==> src/sv/cmag_pkg.sv <==
// Shared widths, pipeline word type and root-bit constants for the complex magnitude block.
package cmag_pkg;

   localparam int SAMPLE_WIDTH = 32;                 // bits of each part that are used
   localparam int FIELD_WIDTH  = 32;                 // width of the input part ports
   localparam int OUT_WIDTH    = 32;                 // width of the magnitude port
   localparam int SQ_WIDTH     = 2 * SAMPLE_WIDTH;   // sum of squares
   localparam int ROOT_STAGES  = SAMPLE_WIDTH;       // one root bit per stage

   typedef logic [SAMPLE_WIDTH-1:0] abs_type;
   typedef logic [SQ_WIDTH-1:0]     sq_type;

   typedef struct packed {
      sq_type rem;
      sq_type root;
   } sqrt_word_type;

   // Trial bit of a root stage: 4^(SAMPLE_WIDTH-1-idx).
   function automatic sq_type root_bit(input int idx);
      sq_type one;
      one = sq_type'(1);
      return one << (SQ_WIDTH - 2 - 2 * idx);
   endfunction

endpackage

==> src/sv/cmag_front.sv <==
// Front end: absolute values, squares and their sum, three registered stages.
module cmag_front (
   input  logic                                clock,
   input  logic                                reset,
   input  logic                                up_valid,
   output logic                                up_ready,
   input  logic [cmag_pkg::FIELD_WIDTH-1:0]    up_real_part,
   input  logic [cmag_pkg::FIELD_WIDTH-1:0]    up_imag_part,
   output logic                                dn_valid,
   input  logic                                dn_ready,
   output cmag_pkg::sqrt_word_type             dn_word
);
   import cmag_pkg::*;

   logic    abs_valid_ff, sq_valid_ff, sum_valid_ff;
   abs_type re_abs_ff, im_abs_ff, re_abs_in, im_abs_in;
   sq_type  re_sq_ff, im_sq_ff, re_sq_in, im_sq_in;
   sq_type  sum_ff, sum_in;
   logic    abs_ready, sq_ready, sum_ready;

   // a stage moves when it is empty or its neighbor takes its word
   assign sum_ready = !sum_valid_ff || dn_ready;
   assign sq_ready  = !sq_valid_ff  || sum_ready;
   assign abs_ready = !abs_valid_ff || sq_ready;
   assign up_ready  = abs_ready;

   function automatic abs_type part_abs(input logic [FIELD_WIDTH-1:0] raw);
      abs_type v;
      v = raw[SAMPLE_WIDTH-1:0];
      // most negative value maps to 2^(SAMPLE_WIDTH-1), exact in SAMPLE_WIDTH bits
      return v[SAMPLE_WIDTH-1] ? abs_type'(~v + abs_type'(1)) : v;
   endfunction

   always_comb begin
      re_abs_in = part_abs(up_real_part);
      im_abs_in = part_abs(up_imag_part);
      re_sq_in  = sq_type'(re_abs_ff) * sq_type'(re_abs_ff);
      im_sq_in  = sq_type'(im_abs_ff) * sq_type'(im_abs_ff);
      sum_in    = re_sq_ff + im_sq_ff;
   end

   always_ff @(posedge clock) begin
      if (reset) begin
         abs_valid_ff <= 1'b0;
         sq_valid_ff  <= 1'b0;
         sum_valid_ff <= 1'b0;
      end else begin
         if (abs_ready) abs_valid_ff <= up_valid;
         if (sq_ready)  sq_valid_ff  <= abs_valid_ff;
         if (sum_ready) sum_valid_ff <= sq_valid_ff;
      end
   end

   always_ff @(posedge clock) begin
      if (abs_ready) begin
         re_abs_ff <= re_abs_in;
         im_abs_ff <= im_abs_in;
      end
      if (sq_ready) begin
         re_sq_ff <= re_sq_in;
         im_sq_ff <= im_sq_in;
      end
      if (sum_ready) sum_ff <= sum_in;
   end

   assign dn_valid     = sum_valid_ff;
   assign dn_word.rem  = sum_ff;
   assign dn_word.root = '0;

endmodule

==> config.mk <==
export PLATFORM = sky130hd
export DESIGN_NAME = cmag_front
export DESIGN_NICKNAME = d
export VERILOG_FILES = /design/src/sv/cmag_pkg.sv /design/src/sv/cmag_front.sv
export SDC_FILE = /design/constraint.sdc
export NUM_CORES = 2
export LEC_CHECK = 0
export ABC_CLOCK_PERIOD_IN_PS = 21500
export BUFFER_PORTS_ARGS = -buffer_cell sky130_fd_sc_hd__buf_2
export CAP_MARGIN = 30
export CORE_UTILIZATION = 38
export DETAILED_ROUTE_END_ITERATION = 10
export SLEW_MARGIN = 10
export SYNTH_ARGS = -nofsm -noshare
export SYNTH_HDL_FRONTEND = slang
export SYNTH_SLANG_ARGS = --single-unit
==> constraint.sdc <==
create_clock -name clock -period 21.5 [get_ports clock]
set_input_delay 5.375 -clock clock [delete_from_list [all_inputs] [get_ports clock]]
set_output_delay 5.375 -clock clock [all_outputs]
set_load 0.01 [all_outputs]
Word-level counts from Yosys, hierarchy flattened
Index checks and enable logic that the tools add are counted.

storage, ports and cells
  flip-flop bits (word level) = 259
  input bits = 68
  output and inout port bits = 130
  word-level logic and storage cells = 25

operators by class
  add/subtract/negate cells = 3
  multipliers = 2
  multiplexer cells = 2
  bitwise operators = 2
  reduce and logical (&&, ||, !) cells = 6

operators with widths
  operator                                        number
  multiplier 32 x 32 -> 64 bit                    2
  adder 32 x 1 -> 32 bit (second input constant)  2
  adder 64 bit                                    1
  inverter 32 bit                                 2
  two-way mux 31 bit                              2
  logical NOT 1 bit                               3
  logical OR 1 bit                                3

Depth between registers and ports, before layout
  word-level depth = 4
  depth in mapped cells = 30
  mapped depth without buffers = 29

Worst setup path after synthesis
Ideal clock, no wire load.

  kind = input to output
  start = in dn_ready
  end = out up_ready
  data arrival time = 7.033 ns
  data required time = 16.125 ns
  slack = 9.092 ns
  stages on the path = 3
  path buffers = 0
  cells stage by stage = nor2b_1 > and2_1 > nand2_1

on the way
  cells in the longest elaborated chain, start to end = 3

ends and longest elaborated chain
  element             line              RTL
  start: declaration  cmag_front.sv:10  input logic dn_ready,
  logical OR 1 bit    cmag_front.sv:22  assign sum_ready = !sum_valid_ff || dn_ready;
  logical OR 1 bit    cmag_front.sv:23  assign sq_ready = !sq_valid_ff || sum_ready;
  logical OR 1 bit    cmag_front.sv:24  assign abs_ready = !abs_valid_ff || sq_ready;
  end: declaration    cmag_front.sv:6   output logic up_ready,

No other way between the ends.

Worst setup path after layout
Ends and elaborated chain as after synthesis.

==> results_dict.tcl <==
set metrics [dict create \
    cts_max_level 2 \
    num_io_pins 198 \
    stdcell_area_um2 75900 \
    synthTopCellsByArea "fa_1 (44%), ha_1 (12%), edfxtp_1 (11%)" \
    setup-violations-final 0 \
    overflow 0 \
    fin_skew_ns 0.0613 \
    start_util_pct 38.2 \
    crit_path_max_incr_delay_ns 0.36 \
    synth_area_leader_cell "fa_1" \
    numClockSinks 257 \
    drc 0 \
    synth_most_common_cell "inv_1" \
    post-route-min-period_ns 12.07 \
    hp-class "reg2reg" \
    slew_violations 0 \
    cts_resized 0 \
    ant_nets 0 \
    syn_inst 7387 \
    slew_headroom_pct 36.9 \
    grt_start_max_net_pins 79 \
    async_flop_share_pct 0 \
    crit_chain "buf_2, nor2b_1, and2_1, nand2_4, buf_2" \
    insertion_delay_ns 0.61 \
    tns_ns 0 \
    cp_max_fo 34 \
    endpoint_kind "output port" \
    yosysSeqAreaShare_pct 10.7 \
    drv_cap 0 \
    synth-seq-cells 257 \
    grt_setup_unrepaired "false" \
    path_clk_slew_ns 0.05 \
    via_count 48909 \
    drive_gt1_share_pct 4.20 \
    cts_buffer_depth 3 \
    r2r-start "im_abs_ff[16]" \
    yosysWarnings 0 \
    cts_tree "built" \
    post_drt_wl_per_cell_um 18.7 \
    ys.flop_type "edfxtp_1" \
    utilization_pct 40.5 \
    ys_types 77 \
    cts_root_buf "clkbuf_16" \
    cts_buffers 34 \
    placed_area_um2 74700 \
    path_common_cell "buf_2" \
    chipWidth_um 436 \
    viasPerCell 4.95 \
    synth_edf_count 254 \
    slowest_stage "nand2_4" \
    holdBufCountCts 0 \
    dp_hpwl_mm 147 \
    first_pass_iters 6 \
    hold_viol 0 \
    max_freq_mhz 82.9 \
    synth_top_area_share_pct 44.3 \
    startpoint "dn_ready" \
    drtIter0Drc 3051 \
    fill_cells 18386 \
    syn_area_um2 71700 \
    port_buffers 133 \
    grt_pass1_wl_mm 300 \
    arrival_ns 6.69 \
    syn_area_per_cell_um2 9.70 \
    fin_cells 9877 \
    min_from "sq_valid_ff" \
    cp-start-kind "input port" \
    die_area_um2 190000 \
    grt_usage_pct 20.1 \
    layout.nets 9667 \
    antenna_found_initial 4 \
    core_um2 188000 \
    ys_top_cells_by_count "inv_1 (1973), fa_1 (1585), ha_1 (659)" \
    post_cts_buffers 0 \
    die_y_um 436 \
    place_congestion 0.914 \
    wl_mm 185 \
    num_rows 159 \
    status "finished clean" \
    post-route-period-util_pct 56.1 \
    grt_pass1_vias 54553 \
    critical_path_required_ns 16.12 \
    dp.cells 9812 \
    syn2layout_area_growth_pct 5.89 \
    crit_type "in2out" \
    worst_pin_slew_ns 0.947 \
]
==> worst paths after layout <==
| check | endpoint | slack [ns] | cells past startpoint |
|---|---|---|---|
| max | up_ready | 9.43 | 5 |
| min | dn_valid | 0.46 | 2 |
| max reg2reg | im_sq_ff[62] | 12.31 | 23 |
| min reg2reg | dn_valid | 0.46 | 2 |
==> through the flow <==
stage | setup WS (ns) | hold slack, ns
4_1_cts | 9.40 | 0.468
5_1_grt | 9.28 | 0.504
3_3_place_gp | 9.39 | 0.476
6_report | 9.43 | 0.462
2_1_floorplan | 9.09 | 0.432
3_5_place_dp | 9.40 | 0.456
==> cells by family (layout without fill, tap and decap cells) <==
logic type	count (synthesis)	after routing	synth area share (%)
buffers and inverters	2312	2242	12.4
adder cells (fa/ha/maj)	2244	2244	55.8
AND/OR/NAND/NOR	1526	1526	10.5
AO/OA/AOI/OAI	721	721	6.53
XOR/XNOR	318	318	3.89
flip-flops	257	257	10.7
multiplexers	8	8	0.115
other	1	66	0.00523
==> routing by layer <==
layer  vias to the layer above  global-route usage [%]  wire (µm)
met1                     25227                    26.2      76100
met3                       282                    2.55      10200
met5                         -                       0          0
li1                      22084                       -          -
met2                      1316                    34.2      90200
met4                         0                    7.43       8160
==> worst max-delay path: cells and delay by family <==
family                 cells  cell delay [ns]
buffers and inverters      2             0.39
and+or+nand+nor            3             0.89
==> area by class of cell <==
| class | instances | area (µm²) | area share [%] |
|---|---|---|---|
| multi-input combinational | 4881 | 55300 | 72.9 |
| sequential | 257 | 7690 | 10.1 |
| inverter | 1976 | 7420 | 9.78 |
| tap | 2495 | 3120 | 4.11 |
| timing repair buffer | 205 | 1230 | 1.62 |
| clock buffer | 41 | 898 | 1.18 |
| clock inverter | 20 | 218 | 0.287 |
| antenna | 2 | 5.00 | 0.00659 |
==> flip-flops by register name (all words and copies together) (netlist names) <==
name,cells
dn_valid,1
re_sq_ff,63
sum_ff,64
im_abs_ff,32
sq_valid_ff,1
abs_valid_ff,1
im_sq_ff,63
re_abs_ff,32
==> cells in the final DEF (no fill, tap or decap), types with 43 or more instances in the layout <==
cell type	n
xnor2_1	197
and2_1	496
o21ai_0	132
xor2_1	121
fa_1	1585
o21bai_1	48
nor2_1	172
nand2_1	624
edfxtp_1	254
a21o_1	115
a21oi_1	207
nand4_1	43
inv_1	1971
conb_1	64
buf_2	133
buf_4	70
ha_1	659
Power is not shown: default switching activity piles up to over one toggle a cycle in this logic, so the estimate is an artifact.
