<file path="src/sv/cmag_pkg.sv">
// Shared widths, pipeline word type and root-bit constants for the complex magnitude block.
package cmag_pkg;

   localparam int SAMPLE_WIDTH = 32;                 // bits of each part that are used
   localparam int FIELD_WIDTH  = 32;                 // width of the input part ports
   localparam int OUT_WIDTH    = 32;                 // width of the magnitude port
   localparam int SQ_WIDTH     = 2 * SAMPLE_WIDTH;   // sum of squares
   localparam int ROOT_STAGES  = SAMPLE_WIDTH;       // one root bit per stage

   typedef logic [SAMPLE_WIDTH-1:0] abs_type;
   typedef logic [SQ_WIDTH-1:0]     sq_type;

   typedef struct packed {
      sq_type rem;
      sq_type root;
   } sqrt_word_type;

   // Trial bit of a root stage: 4^(SAMPLE_WIDTH-1-idx).
   function automatic sq_type root_bit(input int idx);
      sq_type one;
      one = sq_type'(1);
      return one << (SQ_WIDTH - 2 - 2 * idx);
   endfunction

endpackage

</file>
<file path="src/sv/cmag_sqrt_cell.sv">
// One restoring square-root stage: settles one root bit and passes the word on.
module cmag_sqrt_cell (
   input  logic                       clock,
   input  logic                       reset,
   input  cmag_pkg::sq_type           trial_bit,
   input  logic                       up_valid,
   output logic                       up_ready,
   input  cmag_pkg::sqrt_word_type    up_word,
   output logic                       dn_valid,
   input  logic                       dn_ready,
   output cmag_pkg::sqrt_word_type    dn_word
);
   import cmag_pkg::*;

   logic          valid_ff;
   sqrt_word_type word_ff, word_in;
   sq_type        trial;

   assign up_ready = !valid_ff || dn_ready;

   always_comb begin
      trial = up_word.root + trial_bit;
      if (up_word.rem >= trial) begin
         word_in.rem  = up_word.rem - trial;
         word_in.root = (up_word.root >> 1) + trial_bit;
      end else begin
         word_in.rem  = up_word.rem;
         word_in.root = up_word.root >> 1;
      end
   end

   always_ff @(posedge clock) begin
      if (reset) begin
         valid_ff <= 1'b0;
      end else if (up_ready) begin
         valid_ff <= up_valid;
      end
   end

   always_ff @(posedge clock) begin
      if (up_ready) word_ff <= word_in;
   end

   assign dn_valid = valid_ff;
   assign dn_word  = word_ff;

endmodule

</file>
<file path="config.mk">
export PLATFORM = sky130hd
export DESIGN_NAME = cmag_sqrt_cell
export DESIGN_NICKNAME = d
export VERILOG_FILES = /design/src/sv/cmag_pkg.sv /design/src/sv/cmag_sqrt_cell.sv
export SDC_FILE = /design/constraint.sdc
export NUM_CORES = 1
export LEC_CHECK = 0
export BUFFER_PORTS_ARGS = -buffer_cell sky130_fd_sc_hd__buf_2
export CORE_MARGIN = 4
export CORE_UTILIZATION = 40
export CTS_CLUSTER_DIAMETER = 100
export DETAILED_ROUTE_END_ITERATION = 10
export PLACE_DENSITY_LB_ADDON = 0.05
export SLEW_MARGIN = 20
export SYNTH_ARGS = -nofsm -noshare
export SYNTH_HDL_FRONTEND = slang
export SYNTH_SLANG_ARGS = --single-unit
</file>
<file path="constraint.sdc">
create_clock -name clock -period 8.3 [get_ports clock]
set_input_delay 1.66 -clock clock [delete_from_list [all_inputs] [get_ports clock]]
set_output_delay 1.66 -clock clock [all_outputs]
set_load 0.1 [all_outputs]
</file>
**Word-level counts from Yosys, hierarchy flattened**

Index checks and enable logic that the tools add are counted.

- $add $sub $neg: 3
- $lt $le $gt $ge: 1
- Reductions and logical operators: 2
- Multiplexer cells: 1

Operators by type and width:

| operator | number |
|---|---|
| $mux 128 | 1 |
| $add 63x64->64 | 1 |
| $add 64x64->64 | 1 |
| $ge 64x64->1 | 1 |
| $sub 64x64->64 | 1 |
| $logic_not 1->1 | 1 |
| $logic_or 1x1->1 | 1 |

- Bits of input ports: 196
- Register bits after elaboration: 129

**Longest topological paths before layout**

Gate-level depths: netlist of run 1.

- Depth in word-level cells: 3
- Depth in mapped cells: 27
- Gate-level depth less buffers: 24

**Least setup slack after synthesis of run 1**

Ideal clock, no wire load.

- Kind: input-to-output
- Start: input port dn_ready
- End: output port up_ready
- Slack: 1,176 ps
- Path buffers: 0
- Stages: 1
- Arrival time: 5,464 ps
- Required time: 6,640 ps
- Path through: nand2b_1

- Word-level cells in the longest chain between the ends: 1

Ends and longest elaborated chain:

| element | line | text |
|---|---|---|
| from (decl) | cmag_sqrt_cell.sv:10 | `input logic dn_ready,` |
| $logic_or 1x1->1 | cmag_sqrt_cell.sv:19 | `assign up_ready = !valid_ff \|\| dn_ready;` |
| to (decl) | cmag_sqrt_cell.sv:7 | `output logic up_ready,` |

No other way between the ends.

==> impl_results.md, run 1 <==
- WS Path Type: input pin to flip-flop
- Max_cap viols: 0
- CP Capture Type: flip-flop
- Root buffer cell: clkbuf_16
- Top Ports: 326
- Clock power share: 0.147
- Setup skew after layout: 12.73 ps
- Final setup fails: 0
- Power Dens Cells: 308.1 mW/mm2
- Post-Syn Instances: 2030
- CP cell instances: buf_2, ha_1, inv_1, fa_1, nor2b_1, o31a_1, o31ai_1, o21ai_0, a211oi_1, o31ai_1, a31oi_1, o21ai_1, a21oi_1, xnor2_1, ha_1, nand4_1, nor4b_1, nand2_1, a2111oi_4, nor4b_4, buf_12, or4b_1, and3_1
- Gr usage total: 0.2612
- Pre-antenna DRT Iters: 8
- CP Data Arrival Time: 7820 ps
- Syn. warnings: 0
- Die area: 0.04415 mm2
- Hold_sp: dn_valid
- Final hold vios: 0
- Die height: 210.1 um
- Area Overhead vs Synth: 16.16%
- Peak per-stage delay on the critical path: 570 ps
- Post-Synthesis Cell Area: 0.01634 mm2
- Logic pwr share: 0.667
- First-pass GRT wire length: 90.52 mm
- Max Root-Sink Buffers: 2
- Crit-path slowest cell: nor4b_1
- Avg Cell Area, Syn: 8.050 um2
- Minimum clock period: 7576 ps
- Async SR Flop Fraction: 0
- Clock sinks: 129
- Starting DRT DRC Count: 1626
- CTS Buf Count: 17
- Post-route clock period utilization: 0.9127
- Hold Crit Class: flip-flop to flip-flop
- Hold path depth: 2
- Initial Utilization: 0.4076
- Initial antenna violation count: 2
- Drt drc: 0
- Slew Viols, Final: 0
- R2r worst-path depth: 2
- Seq/Total Area, Yosys: 0.2364
- Vias in the first global route: 15580
- Clk Latency, worst-skew pair: 490 ps
- Yosys reg bits: 129
- TritonCTS clock tree: done
- Leakage: 8.626 nW
- Outcome: completed
- DR vias: 16510
- Synth cell types: 80
- Maximum VDD drop: 0.0002557 V
- R2r endpoint: dn_word[13]
- RSZ-0062 raised after global routing: no
- Htree depth: 4
- Worst R2R Setup Slack: 6510 ps
- CTS hold repair buffers: 0
- Layout cells sized above 1: 0.1785
- Postcts setup bufs: 0
- Worst-Margin Slew: 816.5 ps
- Post-layout util: 0.4734
- Max-Slew Margin vs Limit: 0.4557
- Int Pwr: 0.002430 W
- Port bufs: 325
- Remaining antenna violation count: 0
- Reg clk slew, reported paths: 60 ps
- Core Region: 0.04010 mm2
- Net switching power: 0.003419 W
- # nets final: 2678
- Vias/cell: 5.836
- Hold EP: dn_valid
- Post-synth net total: 2419
- Final HPWL DP: 49.14 mm
- Largest net degree at the start of global routing: 87
- DRT Wirelength: 59.51 mm
- TNS Setup: 0 ps
- Required time of the critical path: 8540 ps
- Crit Path Max Fanout: 38
- Routability cong.: 0.9575
- Die width: 210.1 um
- Achievable Freq: 132.0 MHz
- Worst Setup Start Kind: input pin
- FP Rows: 73
- Reg power frac: 0.186
- Worst r2r src: dn_valid
- Post-synth EDFFs: 128
- Most used DFF post-synth: edfxtp_1
- Grt total ovfl: 0
- Sw Ratio: 0.5845
- Drt wl/cell: 21.04 um
- Resized cells post-CTS: 0
==> worst max path at each step <==
stage | endpoint | cells past startpoint | from
5_1_grt | dn_word[122] | 23 | trial_bit[0]
3_3_place_gp | dn_word[122] | 23 | trial_bit[0]
3_5_place_dp | dn_word[122] | 23 | trial_bit[0]
4_1_cts | dn_word[122] | 23 | trial_bit[0]
2_1_floorplan | up_ready | 1 | dn_ready
6_report | dn_word[122] | 23 | trial_bit[0]
==> final cells by class <==
type | count | area, um2
tap | 525 | 656.9
multi-input combinational | 1742 | 11850
timing repair buffer | 334 | 1732
fill | 4031 | 21120
inverter | 65 | 244.0
sequential | 129 | 3864
clock inverter | 14 | 203.9
clock buffer | 18 | 429.2
antenna | 2 | 5.005
==> critical path, delay by kind of cell <==
family | cells | cell delay, ps
AOI/OAI and AO/OA | 9 | 2770
and+or+nand+nor | 7 | 1870
adders and majority gates | 3 | 960
xor gates and xnor gates | 1 | 110
buffers and inverters | 3 | 410
==> placed cells by master, fill, tap and decap left out, types with 76 or more instances in the layout <==
cell type  count
a21o_1       108
ha_1         190
nand2_1      242
a21oi_1      230
nor2_1        95
xor2_1        76
buf_2        325
edfxtp_1     128
xnor2_1       97
o21ai_0      201
==> Yosys cell counts (18+ instances only) <==
master,instances,area (um2)
nand2_1,242,908.4
a21oi_1,230,1151
o21ai_0,201,1006
ha_1,190,2377
edfxtp_1,128,3844
a21o_1,108,810.8
xnor2_1,97,849.6
nor2_1,95,356.6
clkbuf_1,76,285.3
xor2_1,76,665.6
inv_1,65,244.0
nand4_1,55,344.1
o21bai_1,52,390.4
a31oi_1,33,206.5
nand3_1,31,155.2
and3_1,24,150.1
nand2b_1,19,118.9
o21a_1,19,142.6
o31ai_1,18,135.1
==> power groups by stage <==
| stage | clock [W] | combinational [W] | sequential (W) |
|---|---|---|---|
| 2_1_floorplan | 0 | 0.00142 | 0.00278 |
| 4_1_cts | 0.000882 | 0.00389 | 0.00109 |
| 5_1_grt | 0.000901 | 0.00414 | 0.00111 |
| 3_3_place_gp | 0 | 0.00387 | 0.00110 |
| 6_report | 0.000861 | 0.00390 | 0.00109 |
| 3_5_place_dp | 0 | 0.00387 | 0.00110 |
==> through the flow <==
stage | power [W] | cells | hold WS, ps | instance area (um2) | setup slack, ps
after CTS | 0.005860 | 2827 | 818.4 | 18980 | 834.5
after global routing | 0.006154 | 2829 | 841.6 | 18980 | 333.3
after floorplan | 0.004206 | 2030 | 1729 | 16340 | 1176
after global placement | 0.004971 | 2795 | 795.6 | 18340 | 494.5
after detailed placement | 0.004974 | 2795 | 808.2 | 18340 | 329.5
final | 0.005849 | 2829 | 809.0 | 18980 | 724.4
==> state kept, by name (all words and copies together) (netlist names) <==
register  count
dn_word     128
dn_valid      1
==> per-layer routing <==
layer  share of wire  track usage  vias up
met2            0.40       0.3632      579
met1            0.51       0.4151     7757
li1                -            -     8129
met3           0.074      0.04941       45
met4           0.014      0.05536        0
met5               0            0        -
==> kinds of logic after synthesis <==
kind of cell,synth area share
muxes,0.01018
and+or+nand+nor,0.1668
buffers and inverters,0.03905
adders and majority gates,0.1491
DFF,0.2364
AOI/OAI and AO/OA,0.3056
xor gates and xnor gates,0.09272
No activity file was read; power rests on OpenSTA's default activity.
==> run 2, diff against run 1 <==
--- a/config.mk
+++ b/config.mk
@@ -8,5 +8,5 @@
 export BUFFER_PORTS_ARGS = -buffer_cell sky130_fd_sc_hd__buf_2
 export CORE_MARGIN = 4
-export CORE_UTILIZATION = 40
+export CORE_UTILIZATION = 35
 export CTS_CLUSTER_DIAMETER = 100
 export DETAILED_ROUTE_END_ITERATION = 10
==> constraint.sdc (replaced) <==
create_clock -name clock -period 8.3 [get_ports clock]
set_input_delay 0 -clock clock [delete_from_list [all_inputs] [get_ports clock]]
set_output_delay 0 -clock clock [all_outputs]
set_load 0.1 [all_outputs]
==> run 2 against run 1 <==
Total power is 0.55% lower. Global-route usage fell by 1.8 points. Die area grew 14%. Maximum frequency grew 11%. Final cell count grew 7.2%.
==> impl_results.md, run 2 (synthesized netlist as in run 1, its figures left out) <==
- Outcome: completed (unchanged)
- RSZ-0062 raised after global routing: no (unchanged)
- Layout cells sized above 1: 0.1676 (was 0.1785)
- FP Rows: 78 (was 73)
- TNS Setup: 0 ps (unchanged)
- Die width: 224.1 um (was 210.1 um)
- Crit Path Max Fanout: 162 (was 38)
- Sw Ratio: 0.5886 (was 0.5845)
- Max Root-Sink Buffers: 2 (unchanged)
- Worst R2R Setup Slack: 5970 ps (was 6510 ps)
- Resized cells post-CTS: 0 (unchanged)
- Net switching power: 0.003424 W (was 0.003419 W)
- Most frequent cells in the layout: buf_2, nand2_1, a21oi_1 (unchanged)
- Drt drc: 0 (unchanged)
- Largest net degree at the start of global routing: 163 (was 87)
- Reg power frac: 0.187 (was 0.186)
- Clock sinks: 129 (unchanged)
- Minimum clock period: 6847 ps (was 7576 ps)
- CTS Buf Count: 17 (unchanged)
- Core Region: 0.04577 mm2 (was 0.04010 mm2)
- Grt total ovfl: 0 (unchanged)
- R2r worst-path depth: 3 (was 2)
- Logic pwr share: 0.678 (was 0.667)
- Final HPWL DP: 50.98 mm (was 49.14 mm)
- Slew Viols, Final: 0 (unchanged)
- Maximum VDD drop: 0.0004806 V (was 0.0002557 V)
- Hold Crit Class: input pin to flip-flop (was flip-flop to flip-flop)
- Clk Latency, worst-skew pair: 490 ps (about the same)
- CP Capture Type: flip-flop (unchanged)
- Remaining antenna violation count: 0 (unchanged)
- Required time of the critical path: 8530 ps (was 8540 ps)
- DR vias: 17030 (was 16510)
- Max-Slew Margin vs Limit: 0.3654 (was 0.4557)
- DP Worst Slack: 1758 ps (was 329.5 ps)
- Largest register FFs: 128 (unchanged)
- Power Dens Cells: 286.7 mW/mm2 (was 308.1 mW/mm2)
- TritonCTS clock tree: done (unchanged)
- Hold EP: dn_word[64] (was dn_valid)
- Hold_sp: up_word[0] (was dn_valid)
- Die height: 224.1 um (was 210.1 um)
- Vias/cell: 5.613 (was 5.836)
- Worst Setup Start Kind: input pin (unchanged)
- Pre-antenna DRT Iters: 5 (was 8)
- Hold path depth: 4 (was 2)
- Clock power share: 0.135 (was 0.147)
- Most common cell after layout, fill and taps aside: buf_2 (unchanged)
- Drt wl/cell: 20.62 um (was 21.04 um)
- Setup skew after layout: 15.02 ps (was 12.73 ps)
- Vias in the first global route: 16300 (was 15580)
- Worst r2r src: dn_valid (unchanged)
- Max_cap viols: 0 (unchanged)
- Die area: 0.05021 mm2 (was 0.04415 mm2)
- Final hold vios: 0 (unchanged)
- Fin worst setup slack: 1453 ps (was 724.4 ps)
- First-pass GRT wire length: 95.78 mm (was 90.52 mm)
- DRT Wirelength: 62.56 mm (was 59.51 mm)
- R2r endpoint: dn_word[13] (unchanged)
- Final setup fails: 0 (unchanged)
- Worst-Margin Slew: 951.9 ps (was 816.5 ps)
- Htree depth: 4 (unchanged)
- Reg clk slew, reported paths: 60 ps (about the same)
- Int Pwr: 0.002393 W (was 0.002430 W)
- WS Path Type: input pin to flip-flop (unchanged)
- Post-route clock period utilization: 0.8249 (was 0.9127)
- Crit-path slowest cell: dlygate4sd3_1 (was nor4b_1)
- Achievable Freq: 146.1 MHz (was 132.0 MHz)
- Root buffer cell: clkbuf_16 (unchanged)
- Most frequent CP cell: a21oi_1
- Top Ports: 326 (unchanged)
- CP cell instances: dlygate4sd3_1, buf_2, ha_1, nor2b_1, o31a_1, o31ai_1, o21ai_0, a211oi_1, o31ai_1, a31oi_1, nor2_1, a21oi_1, xor2_1, ha_1, a21o_1, a21oi_1, a21o_1, a21oi_1, nor4b_4, buf_12, mux2_2, dlygate4sd3_1 (was buf_2, ha_1, inv_1, fa_1, nor2b_1, o31a_1, o31ai_1, o21ai_0, a211oi_1, o31ai_1, a31oi_1, o21ai_1, a21oi_1, xnor2_1, ha_1, nand4_1, nor4b_1, nand2_1, a2111oi_4, nor4b_4, buf_12, or4b_1, and3_1)
- Peak per-stage delay on the critical path: 550 ps (was 570 ps)
- Initial antenna violation count: 6 (was 2)
- Postcts setup bufs: 0 (unchanged)
- CP Data Arrival Time: 7070 ps (was 7820 ps)
- Initial Utilization: 0.3570 (was 0.4076)
- Port bufs: 325 (unchanged)
- Starting DRT DRC Count: 1325 (was 1626)
- # nets final: 2805 (was 2678)
- Routability cong.: 0.9503 (was 0.9575)
- Area Overhead vs Synth: 24.16% (was 16.16%)
- Gr usage total: 0.2427 (was 0.2612)
- Post-layout util: 0.4433 (was 0.4734)
- Leakage: 9.121 nW (was 8.626 nW)
## run 2: changes by cell type in the layout (fill, tap and decap cells not counted), sizes merged
cell	change
dlygate4sd3	+131
buf	-4
diode	+4
bufinv	-2
clkbuf	-1
clkinv	+1
clkinvlp	+1
## run 2: power groups by stage
stage	clock, W	combinational (W)	sequential (W)
floorplan	0	0.00142	0.00278
global placement	0	0.00388	0.00111
detailed placement	0	0.00386	0.00110
CTS	0.000810	0.00393	0.00109
global route	0.000836	0.00419	0.00111
finish	0.000783	0.00394	0.00109
## run 2: through the flow
stage | hold slack (ps) | instances | power [W] | instance area [um2]
floorplan | 69.07 | 2030 | 0.004206 | 16340
global placement | 154.7 | 2866 | 0.004981 | 18380
detailed placement | 160.7 | 2866 | 0.004966 | 18380
CTS | 79.90 | 3028 | 0.005833 | 20280
global route | 139.3 | 3034 | 0.006133 | 20290
finish | 128.1 | 3034 | 0.005817 | 20290
## run 2: critical path: cells and delay by family
family	cells	cell delay, ps
buffers and inverters	4	1730
AOI/OAI and AO/OA	11	3000
xor gates and xnor gates	1	430
and+or+nand+nor	3	700
muxes	1	400
adders and majority gates	2	750
## run 2: worst max-delay path by stage
stage	start	endpoint	depth (start not counted)
after global routing	up_word[23]	dn_word[0]	21
after floorplan	dn_valid	dn_word[0]	1
final	up_word[2]	dn_word[0]	22
after detailed placement	trial_bit[0]	dn_word[122]	23
after global placement	trial_bit[0]	dn_word[122]	23
after CTS	up_word[2]	dn_word[0]	22
## run 2: layout make-up
cell class              instances  area (um2)
clock inverters                14       156.4
repair buffers                461        2988
flip-flops and latches        129        3864
inverters                      65       244.0
diodes                          6       15.01
fillers                      4621       25480
multi-input cells            1742       11850
clock buffers                  17       425.4
well taps                     600       750.7
## run 2: repair_timing
item                       CTS  global route
hold buffers               131             0
hold endpoints to repair   129             0
setup endpoints to repair    0             0
## run 2: per-layer routing
layer / routed length [um] / vias to the layer above / global-route usage
li1: - / 8418 / -
met1: 31900 / 8003 / 0.3706
met2: 25800 / 544 / 0.3495
met3: 3620 / 66 / 0.04311
met4: 1235 / 0 / 0.06542
met5: 0 / - / 0
